[src/rtl/core/mmcrc_pkg.sv]
package mmcrc_pkg;

  localparam int unsigned CRC_W     = 64;
  localparam int unsigned CRC32_W   = 32;
  localparam int unsigned BYTE_W    = 8;
  localparam int unsigned MODE_W    = 2;
  localparam int unsigned CFG_IDX_W = 1;

  localparam logic [CRC_W-1:0]   POLY64 = 64'h42F0_E1EB_A9EA_3693;
  localparam logic [CRC32_W-1:0] POLY32 = 32'hEDB8_8320;

  localparam logic [BYTE_W-1:0] UPPER_FIRST = 8'h41;
  localparam logic [BYTE_W-1:0] UPPER_LAST  = 8'h5A;
  localparam logic [BYTE_W-1:0] CASE_BIT    = 8'h20;

  localparam logic [MODE_W-1:0] MODE_CRC64      = 2'd0;
  localparam logic [MODE_W-1:0] MODE_CRC64_FOLD = 2'd1;
  localparam logic [MODE_W-1:0] MODE_CRC32      = 2'd2;

  localparam logic [CFG_IDX_W-1:0] CFG_IDX_MODE = 1'b0;
  localparam logic [CFG_IDX_W-1:0] CFG_IDX_SEED = 1'b1;

  typedef logic [CRC_W-1:0]   crc64_t;
  typedef logic [CRC32_W-1:0] crc32_t;
  typedef logic [BYTE_W-1:0]  byte_t;
  typedef logic [MODE_W-1:0]  mode_t;

  // MSB-first byte update
  function automatic crc64_t step64(input crc64_t crc_in, input byte_t data);
    crc64_t c;
    c = crc_in ^ {data, {(CRC_W-BYTE_W){1'b0}}};
    for (int b = 0; b < BYTE_W; b++) begin
      c = c[CRC_W-1] ? ((c << 1) ^ POLY64) : (c << 1);
    end
    return c;
  endfunction

  // reflected byte update
  function automatic crc32_t step32(input crc32_t crc_in, input byte_t data);
    crc32_t c;
    c = crc_in ^ {{(CRC32_W-BYTE_W){1'b0}}, data};
    for (int b = 0; b < BYTE_W; b++) begin
      c = c[0] ? ((c >> 1) ^ POLY32) : (c >> 1);
    end
    return c;
  endfunction

endpackage

[src/rtl/core/mmcrc_if.sv]
interface mmcrc_in_if;
  logic                  valid;
  logic                  ready;
  mmcrc_pkg::byte_t      data_byte;
  logic                  has_byte;
  logic                  first_item;
  logic                  last_item;

  modport source (output valid, output data_byte, output has_byte,
                  output first_item, output last_item, input ready);
  modport sink   (input valid, input data_byte, input has_byte,
                  input first_item, input last_item, output ready);
endinterface

interface mmcrc_out_if;
  logic                  valid;
  logic                  ready;
  mmcrc_pkg::crc64_t     crc_result;

  modport source (output valid, output crc_result, input ready);
  modport sink   (input valid, input crc_result, output ready);
endinterface

interface mmcrc_cfg_if;
  logic                                  valid;
  logic                                  ready;
  logic [mmcrc_pkg::CFG_IDX_W-1:0]       index;
  logic [mmcrc_pkg::CRC_W-1:0]           data;

  modport source (output valid, output index, output data, input ready);
  modport sink   (input valid, input index, input data, output ready);
endinterface

[src/rtl/core/multi_mode_crc_engine.sv]
// channel  dir  payload                                        handshake
// in_if    in   data_byte, has_byte, first_item, last_item     valid/ready
// out_if   out  crc_result                                     valid/ready
// cfg_if   in   index (0 crc_mode, 1 seed_value), data         valid/ready
//
// One item per cycle while no last item is stalled; from input accept the result
// passes the input register, byte update logic and result register. Throughput is
// set by the running CRC register, updated once per item.
// rst_n is synchronous, active low; clears mode, seed and running CRC.
// A last item waits in the input register only while the result register is
// full and not taken; other items pass regardless of output stalls.
module multi_mode_crc_engine (
  input  logic clk,
  input  logic rst_n,
  mmcrc_in_if.sink    in_if,
  mmcrc_out_if.source out_if,
  mmcrc_cfg_if.sink   cfg_if
);

  mmcrc_pkg::mode_t  mode_r;
  mmcrc_pkg::crc64_t seed_r;
  mmcrc_pkg::crc64_t crc_r, crc_nxt;

  logic              s1_valid_r;
  mmcrc_pkg::byte_t  s1_byte_r;
  logic              s1_has_r, s1_first_r, s1_last_r;

  logic              out_valid_r;
  mmcrc_pkg::crc64_t out_crc_r, out_crc_nxt;

  logic              out_free, s1_go, c32;
  mmcrc_pkg::crc64_t base, upd;
  mmcrc_pkg::byte_t  byte_in;

  assign cfg_if.ready  = 1'b1;
  assign out_free      = !out_valid_r || out_if.ready;
  assign s1_go         = s1_valid_r && (!s1_last_r || out_free);
  assign in_if.ready   = !s1_valid_r || s1_go;
  assign out_if.valid      = out_valid_r;
  assign out_if.crc_result = out_crc_r;

  always_ff @(posedge clk) begin
    if (!rst_n) begin
      mode_r <= mmcrc_pkg::MODE_CRC64;
      seed_r <= '0;
    end else if (cfg_if.valid) begin
      case (cfg_if.index)
        mmcrc_pkg::CFG_IDX_MODE: mode_r <= cfg_if.data[mmcrc_pkg::MODE_W-1:0];
        mmcrc_pkg::CFG_IDX_SEED: seed_r <= cfg_if.data;
        default: ;
      endcase
    end
  end

  always_comb begin
    c32     = mode_r[1];
    byte_in = s1_byte_r;
    if (mode_r == mmcrc_pkg::MODE_CRC64_FOLD &&
        (s1_byte_r inside {[mmcrc_pkg::UPPER_FIRST:mmcrc_pkg::UPPER_LAST]})) begin
      byte_in = s1_byte_r | mmcrc_pkg::CASE_BIT;
    end
    if (s1_first_r) begin
      base = c32 ? {{mmcrc_pkg::CRC32_W{1'b0}}, ~seed_r[mmcrc_pkg::CRC32_W-1:0]} : seed_r;
    end else begin
      base = crc_r;
    end
    if (!s1_has_r) begin
      upd = base;
    end else if (c32) begin
      upd = {{mmcrc_pkg::CRC32_W{1'b0}},
             mmcrc_pkg::step32(base[mmcrc_pkg::CRC32_W-1:0], s1_byte_r)};
    end else begin
      upd = mmcrc_pkg::step64(base, byte_in);
    end
    if (s1_last_r && c32) begin
      crc_nxt     = {{mmcrc_pkg::CRC32_W{1'b0}}, upd[mmcrc_pkg::CRC32_W-1:0]};
      out_crc_nxt = {{mmcrc_pkg::CRC32_W{1'b0}}, ~upd[mmcrc_pkg::CRC32_W-1:0]};
    end else begin
      crc_nxt     = upd;
      out_crc_nxt = upd;
    end
  end

  always_ff @(posedge clk) begin
    if (!rst_n) begin
      s1_valid_r  <= 1'b0;
      out_valid_r <= 1'b0;
      crc_r       <= '0;
    end else begin
      if (in_if.ready) begin
        s1_valid_r <= in_if.valid;
      end
      if (s1_go) begin
        crc_r <= crc_nxt;
      end
      if (s1_go && s1_last_r) begin
        out_valid_r <= 1'b1;
      end else if (out_if.ready) begin
        out_valid_r <= 1'b0;
      end
    end
  end

  always_ff @(posedge clk) begin
    if (in_if.valid && in_if.ready) begin
      s1_byte_r  <= in_if.data_byte;
      s1_has_r   <= in_if.has_byte;
      s1_first_r <= in_if.first_item;
      s1_last_r  <= in_if.last_item;
    end
    if (s1_go && s1_last_r) begin
      out_crc_r <= out_crc_nxt;
    end
  end

  a_last_blocks_input: assert property (@(posedge clk) disable iff (!rst_n)
    (s1_valid_r && s1_last_r && out_valid_r && !out_if.ready) |-> !in_if.ready)
    else $error("input taken while a last item is stalled");

  a_last_gives_result: assert property (@(posedge clk) disable iff (!rst_n)
    (s1_go && s1_last_r) |=> out_valid_r)
    else $error("last item did not load the result register");

  a_crc32_upper_zero: assert property (@(posedge clk) disable iff (!rst_n)
    (s1_go && s1_last_r && mode_r[1]) |=>
      (out_crc_r[mmcrc_pkg::CRC_W-1:mmcrc_pkg::CRC32_W] == '0))
    else $error("crc32 result has nonzero upper half");

  a_stalled_item_kept: assert property (@(posedge clk) disable iff (!rst_n)
    (s1_valid_r && !s1_go) |=> s1_valid_r)
    else $error("stalled item dropped from input register");

endmodule
[src/flat_wrapper.sv]
// flat-port wrapper written by rule: the top's interface ports become plain ports
module multi_mode_crc_engine_flat 
  (clk, rst_n, in_if_valid, in_if_data_byte, in_if_has_byte, in_if_first_item, in_if_last_item, in_if_ready, out_if_valid, out_if_crc_result, out_if_ready, cfg_if_valid, cfg_if_index, cfg_if_data, cfg_if_ready);
  mmcrc_in_if in_if_i ();
  mmcrc_out_if out_if_i ();
  mmcrc_cfg_if cfg_if_i ();
  input  logic clk;
  input  logic rst_n;
  input wire logic [$bits(in_if_i.valid)-1:0] in_if_valid;
  input wire logic [$bits(in_if_i.data_byte)-1:0] in_if_data_byte;
  input wire logic [$bits(in_if_i.has_byte)-1:0] in_if_has_byte;
  input wire logic [$bits(in_if_i.first_item)-1:0] in_if_first_item;
  input wire logic [$bits(in_if_i.last_item)-1:0] in_if_last_item;
  output wire logic [$bits(in_if_i.ready)-1:0] in_if_ready;
  output wire logic [$bits(out_if_i.valid)-1:0] out_if_valid;
  output wire logic [$bits(out_if_i.crc_result)-1:0] out_if_crc_result;
  input wire logic [$bits(out_if_i.ready)-1:0] out_if_ready;
  input wire logic [$bits(cfg_if_i.valid)-1:0] cfg_if_valid;
  input wire logic [$bits(cfg_if_i.index)-1:0] cfg_if_index;
  input wire logic [$bits(cfg_if_i.data)-1:0] cfg_if_data;
  output wire logic [$bits(cfg_if_i.ready)-1:0] cfg_if_ready;
  assign in_if_i.valid = in_if_valid;
  assign in_if_i.data_byte = in_if_data_byte;
  assign in_if_i.has_byte = in_if_has_byte;
  assign in_if_i.first_item = in_if_first_item;
  assign in_if_i.last_item = in_if_last_item;
  assign in_if_ready = in_if_i.ready;
  assign out_if_valid = out_if_i.valid;
  assign out_if_crc_result = out_if_i.crc_result;
  assign out_if_i.ready = out_if_ready;
  assign cfg_if_i.valid = cfg_if_valid;
  assign cfg_if_i.index = cfg_if_index;
  assign cfg_if_i.data = cfg_if_data;
  assign cfg_if_ready = cfg_if_i.ready;
  multi_mode_crc_engine u_core (.clk(clk), .rst_n(rst_n), .in_if(in_if_i), .out_if(out_if_i), .cfg_if(cfg_if_i));
endmodule
[config.mk]
export PLATFORM = sky130hd
export DESIGN_NAME = multi_mode_crc_engine_flat
export DESIGN_NICKNAME = d
export VERILOG_FILES = /design/src/rtl/core/mmcrc_pkg.sv /design/src/rtl/core/mmcrc_if.sv /design/src/rtl/core/multi_mode_crc_engine.sv /design/src/flat_wrapper.sv
export SDC_FILE = /design/constraint.sdc
export NUM_CORES = 1
export LEC_CHECK = 0
export ABC_AREA = 1
export CORE_ASPECT_RATIO = 0.5
export CORE_UTILIZATION = 55
export CTS_BUF_LIST = sky130_fd_sc_hd__clkbuf_8
export DETAILED_ROUTE_END_ITERATION = 6
export DONT_BUFFER_PORTS = 1
export HOLD_SLACK_MARGIN = 0.03
export PLACE_DENSITY = 0.81
export SLEW_MARGIN = 20
export SYNTH_ARGS = -nofsm -noshare
export SYNTH_HDL_FRONTEND = slang
export SYNTH_SLANG_ARGS = --single-unit
[constraint.sdc]
create_clock -name clk -period 3 [get_ports clk]
set_input_delay 0.15 -clock clk [delete_from_list [all_inputs] [get_ports clk]]
set_output_delay 0.15 -clock clk [all_outputs]
set_load 0.005 [all_outputs]
* Word-level counts from Yosys, hierarchy flattened *
Cells that the tools add are included.

operators by class
  magnitude comparators = 2
  equal/unequal tests = 1
  muxes and demuxes = 25
  bitwise gates (word level) = 21
  reductions and logical operators = 15

operators with widths
  cell                number
  $mux 63             8
  $mux 64             5
  $mux 32             9
  $not 33->33         8
  $not 13->14         8
  $not 32->32         2
  $xor 64x64->64      1
  $xor 32x8->32       1
  $ge 8x7->1 const B  1
  $le 8x7->1 const B  1
  $logic_and 1x1->1   6
  $mux 6              1
  $reduce_and 2->1    2
  $logic_not 1->1     3
  $logic_or 1x1->1    3
  $eq 2x1->1 const B  1
  $mux 1              2
  $reduce_bool 2->1   1
  $not 1->1           1

storage, ports and cells
  register bits after elaboration = 207
  bits of input ports = 81
  output and inout port bits = 67
  word-level logic and storage cells = 75

* Logic depth before layout (Yosys ltp) *
Gate-level depths: netlist of the first run.

  depth after elaboration = 25
  mapped depth = 21
  depth with buffers taken out = 20

* Worst setup path after synthesis of the first run *
No wires, ideal clock.

  path type = reg2reg
  start point = register u_core.s1_last_r
  end point = register u_core.out_crc_r[0] (netlist: u_core.out_if.crc_result[0]) (enable)
  library setup time = 418 ps
  data arrival time = 2,302 ps
  required time = 2,582 ps
  path slack = 280 ps
  cell stages (with the launch flop) = 7
  path buffers = 1
  clock period less this slack = 2,720 ps
  path through = edfxtp_1 > nand3_1 > nand2_1 > inv_2 > clkbuf_1 > nand2_1 > inv_1

on the way
  cells in the longest elaborated chain, start to end = 4

RTL lines
  what                    line                          source
  from (decl)             multi_mode_crc_engine.sv:26   logic s1_has_r, s1_first_r, s1_last_r;
  from (signal assigned)  multi_mode_crc_engine.sv:109  s1_last_r <= in_if.last_item;
  $logic_not 1->1         multi_mode_crc_engine.sv:37   assign s1_go = s1_valid_r && (!s1_last_r || out_free);
  $logic_or 1x1->1        multi_mode_crc_engine.sv:37
  $logic_and 1x1->1       multi_mode_crc_engine.sv:37
  $logic_and 1x1->1 (*)   multi_mode_crc_engine.sv:111  if (s1_go && s1_last_r) begin
  to (signal assigned)    multi_mode_crc_engine.sv:112  out_crc_r <= out_crc_nxt;
  to (decl)               multi_mode_crc_engine.sv:29   mmcrc_pkg::crc64_t out_crc_r, out_crc_nxt;

Every way passes the cells marked *; elsewhere a longest branch is shown, timed or not.
A chain may end at the register's enable or synchronous reset.

* Worst setup path in the final report of the first run *
  start point = register u_core.s1_first_r
  end point = register u_core.out_crc_r[6] (netlist: u_core.out_if.crc_result[6]) (data pin)

on the way
  cells in the longest elaborated chain, start to end = 16
  elaborated cells on any way between the ends = 30
  those cells by class = 20 x mux; 10 x bitwise

RTL lines
  what                       line                          source
  from (decl)                multi_mode_crc_engine.sv:26
  from (signal assigned)     multi_mode_crc_engine.sv:108  s1_first_r <= in_if.first_item;
  $mux 64 (*)                multi_mode_crc_engine.sv:62   if (s1_first_r) begin
  $xor 32x8->32              mmcrc_pkg.sv:41               c = crc_in ^ {{(CRC32_W-BYTE_W){1'b0}}, data};
  $mux 32 (4 in a row)       mmcrc_pkg.sv:43               c = c[0] ? ((c >> 1) ^ POLY32) : (c >> 1);
  $not 13->14 (no line)      n/a
  $mux 32                    mmcrc_pkg.sv:43
  $not 13->14 (no line)      n/a
  $mux 32 (3 in a row)       mmcrc_pkg.sv:43
  $mux 64                    multi_mode_crc_engine.sv:69   end else if (c32) begin
  $mux 64 (*)                multi_mode_crc_engine.sv:67   if (!s1_has_r) begin
  $not 32->32                multi_mode_crc_engine.sv:77   out_crc_nxt = {{mmcrc_pkg::CRC32_W{1'b0}}, ~upd[mmcrc_pkg::CRC32_W-1:0]};
  $mux 32 (*)                multi_mode_crc_engine.sv:75   if (s1_last_r && c32) begin
  via u_core.out_crc_nxt[6]  multi_mode_crc_engine.sv:29

The timed path passes the listed nets; every way through them passes the cells marked *.

==> reports/qor.txt, run 1 <==
vias in the first global route: 12000
# rows: 39
Syn Area/Cell: 7.17 sq um
total congestion overflow: 0
Final min period: 2.94 ns
Ys Warns: 0
Comb pwr share: 37.5%
share of cells above drive strength 1: 13.0%
family with the most delay on the worst path: simple AND/OR/NAND/NOR gates
Area Overhead vs Synth: 16.5%
#FFs+latches synth: 207
Die Y: 111 microns
clock buffer depth: 3
Worst-Margin Slew: 0.841 ns
clk slew on worst S/H paths: 0.08 ns
CP most frequent cell: nand2_1
CTS tree: yes
Layout Skew: 0.0234 ns
max incr delay on CP: 0.51 ns
sequential share of power: 38.1%
Worst Setup Path Type: flop to flop
CP Capture Type: flop
nets: 2011
Final Max Tran Viols: 0
initial core utilization: 56.5%
CP Max Fanout: 18
largest net degree at the start of global routing: 125
VDD IR max: 0.385 mV
Syn Inst Count: 1814
Synth Flop Type: dfxtp_1
Clock power frac: 24.4%
PwrDens: 565 mW/mm^2
post-synth cell types: 45
clock buffer count from CTS: 29
Async SR Flop Fraction: 0%
design area: 0.0152 sq mm
Final Hold Fails: 0
Internal: 5200 uW
failing checks: design-rule violations
Final Cycle Share: 98.0%
CP Buf/Inv Count: 3
Switch Pwr: 3350 uW
H-tree levels: 1
Max-slew headroom: 43.3%
f_max: 0.340 GHz
top post-synthesis cells by area: dfxtp_1, edfxtp_1, nand2_1, o21ai_0, xor2_1
Iter 0 DRT Violations: 1654
first-pass GRT wire length: 69.8 mm
CORE AREA: 0.0230 sq mm
GRT Util Overall: 37.6%
Setup crit start kind: flop
mapped cell area: 0.0130 sq mm
leading area contributor after synthesis: dfxtp_1
drt via density: 5.78
switching fraction of total power: 39.2%
Hold/Removal Path Class: primary input to flop
crit path DAT: 3.25 ns
Worst Path Required: 3.31 ns
DP HPWL: 31.8 mm
dpl cells: 2115
number of setup violations in the final report: 0
later-pin clock latency in the skew report: 0.61 ns
Post-route DRC: 4
Antenna Nets Post-Route: 0
outcome: finished with violations
register area share after synthesis: 37.6%
Pre-Repair DR Iteration Count: 7
routability cong.: 1.01
Sink Count: 207
static leakage: 0.00696 uW
top cell type's share of synthesized area: 20.3%
CTS Root Cell: clkbuf_8
final cell count without fillers: 2258
Post-synth EDFFs: 75
Synthesized Nets: 1895
CP max stage cell: edfxtp_1
die area: 0.0243 sq mm
Buffers on Ports: 0
vias after detailed routing: 13000
die width: 220 microns
max cap viols: 0
I/O pins: 148
initial antenna violation count: 1
drt wl/cell: 20.4 microns
routed wire length: 46.1 mm
Critical Path, Cell by Cell: buf_12, or2_2, nand2_1, nand2_1, nand2_2, inv_1, nand2_1, nand2_1, o21ai_0, o21ai_0, buf_4, o22ai_1, xor2_1
Final TNS setup: 0 ns
Placed Area: 0.0136 sq mm
final core utilization: 65.8%
-- metrics by stage --
| step | hold slack [ns] | setup WS (ns) | power (uW) |
|---|---|---|---|
| 3_5_place_dp | 0.249 | 0.134 | 6240 |
| 5_1_grt | 0.159 | -0.0179 | 8970 |
| 2_1_floorplan | 0.249 | 0.280 | 5350 |
| 4_1_cts | 0.0841 | 0.104 | 8380 |
| 6_report | 0.146 | 0.0593 | 8560 |
| 3_3_place_gp | 0.249 | 0.173 | 6220 |
-- layer usage --
metal | global-route usage [%] | wire length (microns) | vias to the layer above
met4 | 10.6 | 1350 | 0
met5 | 0 | 0 | -
met2 | 55.0 | 19400 | 756
met3 | 9.38 | 5260 | 118
li1 | - | - | 6103
met1 | 54.3 | 20100 | 6067
-- flip-flops by register name (all words and copies together), names as in the netlist, 2 cells and up --
name	flops
u_core.mode_r	2
u_core.crc_r	64
u_core.out_if.crc_result	64
u_core.seed_r	64
u_core.s1_byte_r	8
-- synthesized netlist by cell type (2+ instances only) --
cell	number
nand2_1	504
a21oi_1	108
xor2_1	99
xnor3_1	2
a22o_1	3
buf_2	13
o21ai_0	175
clkbuf_1	48
o21ai_2	8
nand3b_1	6
nand2_4	19
buf_6	14
or2_0	4
buf_4	7
o22ai_1	16
buf_1	9
dfxtp_1	132
nor2_1	119
clkinv_1	2
nand4_1	3
nand3_4	3
xnor2_1	50
or2_2	15
edfxtp_1	75
nand2_2	39
o21ai_1	18
nor2_4	2
inv_2	9
nand3_1	147
a21oi_2	5
inv_1	142
nand3_2	2
o211ai_2	2
o211ai_1	3
-- power by group through the flow --
stage / Clock (uW) / Combinational, uW / Sequential [uW]
2_1_floorplan: 0 / 2060 / 3280
3_3_place_gp: 0 / 2910 / 3320
3_5_place_dp: 0 / 2930 / 3320
4_1_cts: 2070 / 3050 / 3260
5_1_grt: 2220 / 3470 / 3280
6_report: 2090 / 3210 / 3260
-- layout by cell type, fill, tap and decap left out, drive strengths merged, types with 2 or more instances in the layout --
cell and count:
nand3b 6, xnor3 2, o211ai 5, a22o 3, clkinv 6, o21ai 201
o22ai 16, dfxtp 132, xor2 99, nand3 152, nor2 122, nand2 563
clkbuf 30, xnor2 50, dlygate4sd3 84, nand4 3, a21oi 113, inv 169
edfxtp 75, or2 20, buf 93
-- cell families after synthesis --
group           after synthesis  share of synthesized area, %
compound gates              342                          14.0
xor+xnor                    151                          10.4
buf+inv                     246                          8.37
flops                       207                          37.6
other cells                   1                        0.0288
simple gates                867                          29.6
-- final timing paths --
check,cells past startpoint,slack (ns),to,startpoint
setup / recovery,13,0.06,u_core.out_if.crc_result[6]$_DFFE_PP_,u_core.s1_first_r$_DFFE_PP_
hold / removal,3,0.15,u_core.seed_r[7]$_SDFFE_PN0P_,cfg_if_valid
setup reg to reg,13,0.06,u_core.out_if.crc_result[6]$_DFFE_PP_,u_core.s1_first_r$_DFFE_PP_
hold reg to reg,2,0.46,u_core.seed_r[52]$_SDFFE_PN0P_,u_core.seed_r[52]$_SDFFE_PN0P_
-- worst register-to-register path, delay by kind of cell, from the launching register on --
family	cells	cell delay, ns
AO/OA/AOI/OAI	3	0.66
XOR/XNOR	1	0.13
buffers and inverters	3	0.49
flip-flops	1	0.51
AND/OR/NAND/NOR	6	0.85
-- timing repair --
action                     in CTS  in global routing
buffers inserted                0                  6
hold buffers                   85                  0
hold endpoints to repair      143                  0
setup endpoints to repair       0                 26
resized for setup               0                 25
-- final cells by class --
type,instances,area [sq um]
antenna,1,2.50
clock buffer,30,413
clock inverter,21,95.1
fill,1966,7880
inverter,154,596
multi-input combinational,1361,7100
sequential,207,4900
tap,307,384
timing repair buffer,177,1670
Note: power is estimated with default switching activity, not from simulation.
==> inputs of run 2 (changes only) <==
Settings changed: CTS_BUF_LIST sky130_fd_sc_hd__clkbuf_8 to sky130_fd_sc_hd__clkbuf_4 sky130_fd_sc_hd__clkbuf_8.
Clock period 3 ns to 3.1 ns, I/O delays scaled along.
==> run 2 against run 1 <==
Net effect:
- design area is 0.81% lower
- count of clock-buffer cells in the layout is 14 higher
- worst hold slack better by 0.027 ns
- sequential cell count stayed put
- critical endpoint is now u_core.out_if.crc_result[26]$_DFFE_PP_
- the run still ends with design-rule violations left
- cell count is 0.71% lower
- wire length is 0.25% higher
- core utilization is 0.53 points lower
==> reports/qor.txt, run 2 (synthesis gave the netlist of run 1 again) <==
outcome: finished with violations (unchanged)
failing checks: design-rule violations (unchanged)
crit path from: u_core.s1_first_r$_DFFE_PP_ (unchanged)
clock buffer depth: 3 (unchanged)
hold depth: 1 (was 3)
final cell count without fillers: 2242 (was 2258)
nets: 1994 (was 2011)
Placed Area: 0.0136 sq mm (about the same)
vias after detailed routing: 12800 (was 13000)
initial antenna violation count: 0 (was 1)
Antenna Nets Post-Route: 0 (unchanged)
Critical Path, Cell by Cell: buf_4, inv_4, nand2_2, nand2_4, nand2_1, nand2_1, nand2_1, nand2_4, buf_4, xor2_2, inv_1, nand2_1, nand2_1, nand2_1, nand3_1, nand3_1, nand2_1, nand2_1, nand2_1 (was buf_12, or2_2, nand2_1, nand2_1, nand2_2, inv_1, nand2_1, nand2_1, o21ai_0, o21ai_0, buf_4, o22ai_1, xor2_1)
Die Y: 111 microns (unchanged)
commonest non-fill, non-tap cell in the layout: nand2_1 (unchanged)
Total Power: 8430 uW (was 8560 uW)
I/O pins: 148 (unchanged)
Hold Slack: 0.173 ns (was 0.146 ns)
CTS Root Cell: clkbuf_8 (unchanged)
Pre-Repair DR Iteration Count: 7 (unchanged)
CP Max Fanout: 12 (was 18)
drt via density: 5.71 (was 5.78)
WP depth: 19 (was 13)
dpl cells: 2104 (was 2115)
later-pin clock latency in the skew report: 0.61 ns (about the same)
Iter 0 DRT Violations: 1608 (was 1654)
Worst Setup Path Type: flop to flop (unchanged)
die area: 0.0243 sq mm (unchanged)
sequential share of power: 37.4% (was 38.1%)
CP Buf/Inv Count: 4 (was 3)
CP Capture Type: flop (unchanged)
largest net degree at the start of global routing: 125 (unchanged)
R2R cell count: 19 (was 13)
Sink Count: 207 (unchanged)
Hold/Removal Path Class: primary input to flop (unchanged)
Internal: 5200 uW (about the same)
family with the most delay on the worst path: simple AND/OR/NAND/NOR gates (unchanged)
Final Max Tran Viols: 0 (unchanged)
switching fraction of total power: 38.3% (was 39.2%)
CORE AREA: 0.0230 sq mm (unchanged)
max incr delay on CP: 0.45 ns (was 0.51 ns)
drt wl/cell: 20.6 microns (was 20.4 microns)
GRT Util Overall: 38.1% (was 37.6%)
routability cong.: 1.05 (was 1.01)
commonest cells after routing, fill and taps aside: nand2_1, o21ai_0, nand3_1 (was nand2_1, o21ai_0, inv_1)
CTS tree: yes (unchanged)
clk slew on worst S/H paths: 0.07 ns (was 0.08 ns)
total congestion overflow: 0 (unchanged)
# rows: 39 (unchanged)
vias in the first global route: 11800 (was 12000)
Switch Pwr: 3230 uW (was 3350 uW)
Final Cycle Share: 97.0% (was 98.0%)
clock buffer count from CTS: 28 (was 29)
H-tree levels: 1 (unchanged)
hold path start: in_if_data_byte[5] (was cfg_if_valid)
Worst Path Required: 3.46 ns (was 3.31 ns)
CP most frequent cell: nand2_1 (unchanged)
routed wire length: 46.3 mm (was 46.1 mm)
f_max: 0.333 GHz (was 0.340 GHz)
Max-slew headroom: 31.6% (was 43.3%)
n_diodes: 0 (was 1)
initial core utilization: 56.5% (unchanged)
final core utilization: 65.3% (was 65.8%)
Final Hold Fails: 0 (unchanged)
design area: 0.0150 sq mm (was 0.0152 sq mm)
Post-route DRC: 6 (was 4)
R2R Path Start: u_core.s1_first_r$_DFFE_PP_ (unchanged)
Buffers on Ports: 0 (unchanged)
Layout Skew: 0.0312 ns (was 0.0234 ns)
PwrDens: 561 mW/mm^2 (was 565 mW/mm^2)
number of setup violations in the final report: 0 (unchanged)
crit path DAT: 3.36 ns (was 3.25 ns)
VDD IR max: 0.412 mV (was 0.385 mV)
max cap viols: 0 (unchanged)
Worst-Margin Slew: 1.02 ns (was 0.841 ns)
DP HPWL: 32.2 mm (was 31.8 mm)
die width: 220 microns (unchanged)
Setup crit start kind: flop (unchanged)
share of cells above drive strength 1: 12.4% (was 13.0%)
static leakage: 0.00685 uW (was 0.00696 uW)
Clock power frac: 26.4% (was 24.4%)
Comb pwr share: 36.1% (was 37.5%)
CP max stage cell: edfxtp_1 (unchanged)
Area Overhead vs Synth: 15.5% (was 16.5%)
Final min period: 3.01 ns (was 2.94 ns)
first-pass GRT wire length: 70.3 mm (was 69.8 mm)
run 2: cell count changes in the layout (fill, tap and decap cells not counted), sizes merged:
cell | before | now
buf | 93 | 77
clkbuf | 30 | 44
clkinv | 6 | 9
diode | 1 | 0
inv | 169 | 153
run 2: power by group through the flow:
stage / Clock (uW) / Combinational (uW) / Sequential (uW)
2_1_floorplan: 0 / 2000 / 3180
3_3_place_gp: 0 / 2810 / 3210
3_5_place_dp: 0 / 2810 / 3210
4_1_cts: 2220 / 2930 / 3150
5_1_grt: 2350 / 3300 / 3170
6_report: 2230 / 3050 / 3160
run 2: per-layer routing:
| metal | up-vias | global-route usage, % | wire, microns |
|---|---|---|---|
| met5 | - | 0 | 0 |
| met4 | 0 | 10.2 | 1320 |
| met3 | 97 | 8.81 | 5030 |
| met2 | 708 | 55.8 | 19400 |
| met1 | 5946 | 55.7 | 20500 |
| li1 | 6062 | - | - |
run 2: cell type report:
class / count / area [sq um]
fillers: 1977 / 8000
multi-input cells: 1361 / 7050
flip-flops and latches: 207 / 4900
repair buffers: 161 / 1530
inverters: 154 / 588
clock buffers: 44 / 543
well taps: 307 / 384
clock inverters: 8 / 40.0
run 2: timing repair:
item | in CTS | in global routing
setup buffers | 0 | 1
endpoints found under the setup margin | 0 | 13
hold buffers | 85 | 0
hold endpoints to repair | 139 | 0
resized for setup | 0 | 4
run 2: worst paths after layout:
path | end | slack [ns]
max | u_core.out_if.crc_result[26]$_DFFE_PP_ | 0.09
min | u_core.s1_byte_r[5]$_DFFE_PP_ | 0.17
max reg2reg | u_core.out_if.crc_result[26]$_DFFE_PP_ | 0.09
min reg2reg | u_core.seed_r[44]$_SDFFE_PN0P_ | 0.46
run 2: worst reg2reg max path, cell delays in order, from the launching register on:
cell	delay, ns
edfxtp_1	0.45
buf_4	0.19
inv_4	0.15
nand2_2	0.12
nand2_4	0.09
nand2_1	0.05
nand2_1	0.19
nand2_1	0.13
nand2_4	0.09
buf_4	0.22
xor2_2	0.24
inv_1	0.06
nand2_1	0.08
nand2_1	0.06
nand2_1	0.06
nand3_1	0.18
nand3_1	0.21
nand2_1	0.09
nand2_1	0.06
nand2_1	0.06
run 2: through the flow:
stage / setup slack [ns] / TNS (ns)
3_5_place_dp: 0.203 / 0
5_1_grt: -0.00733 / -0.00778
3_3_place_gp: 0.216 / 0
2_1_floorplan: 0.380 / 0
6_report: 0.0945 / 0
4_1_cts: 0.184 / 0
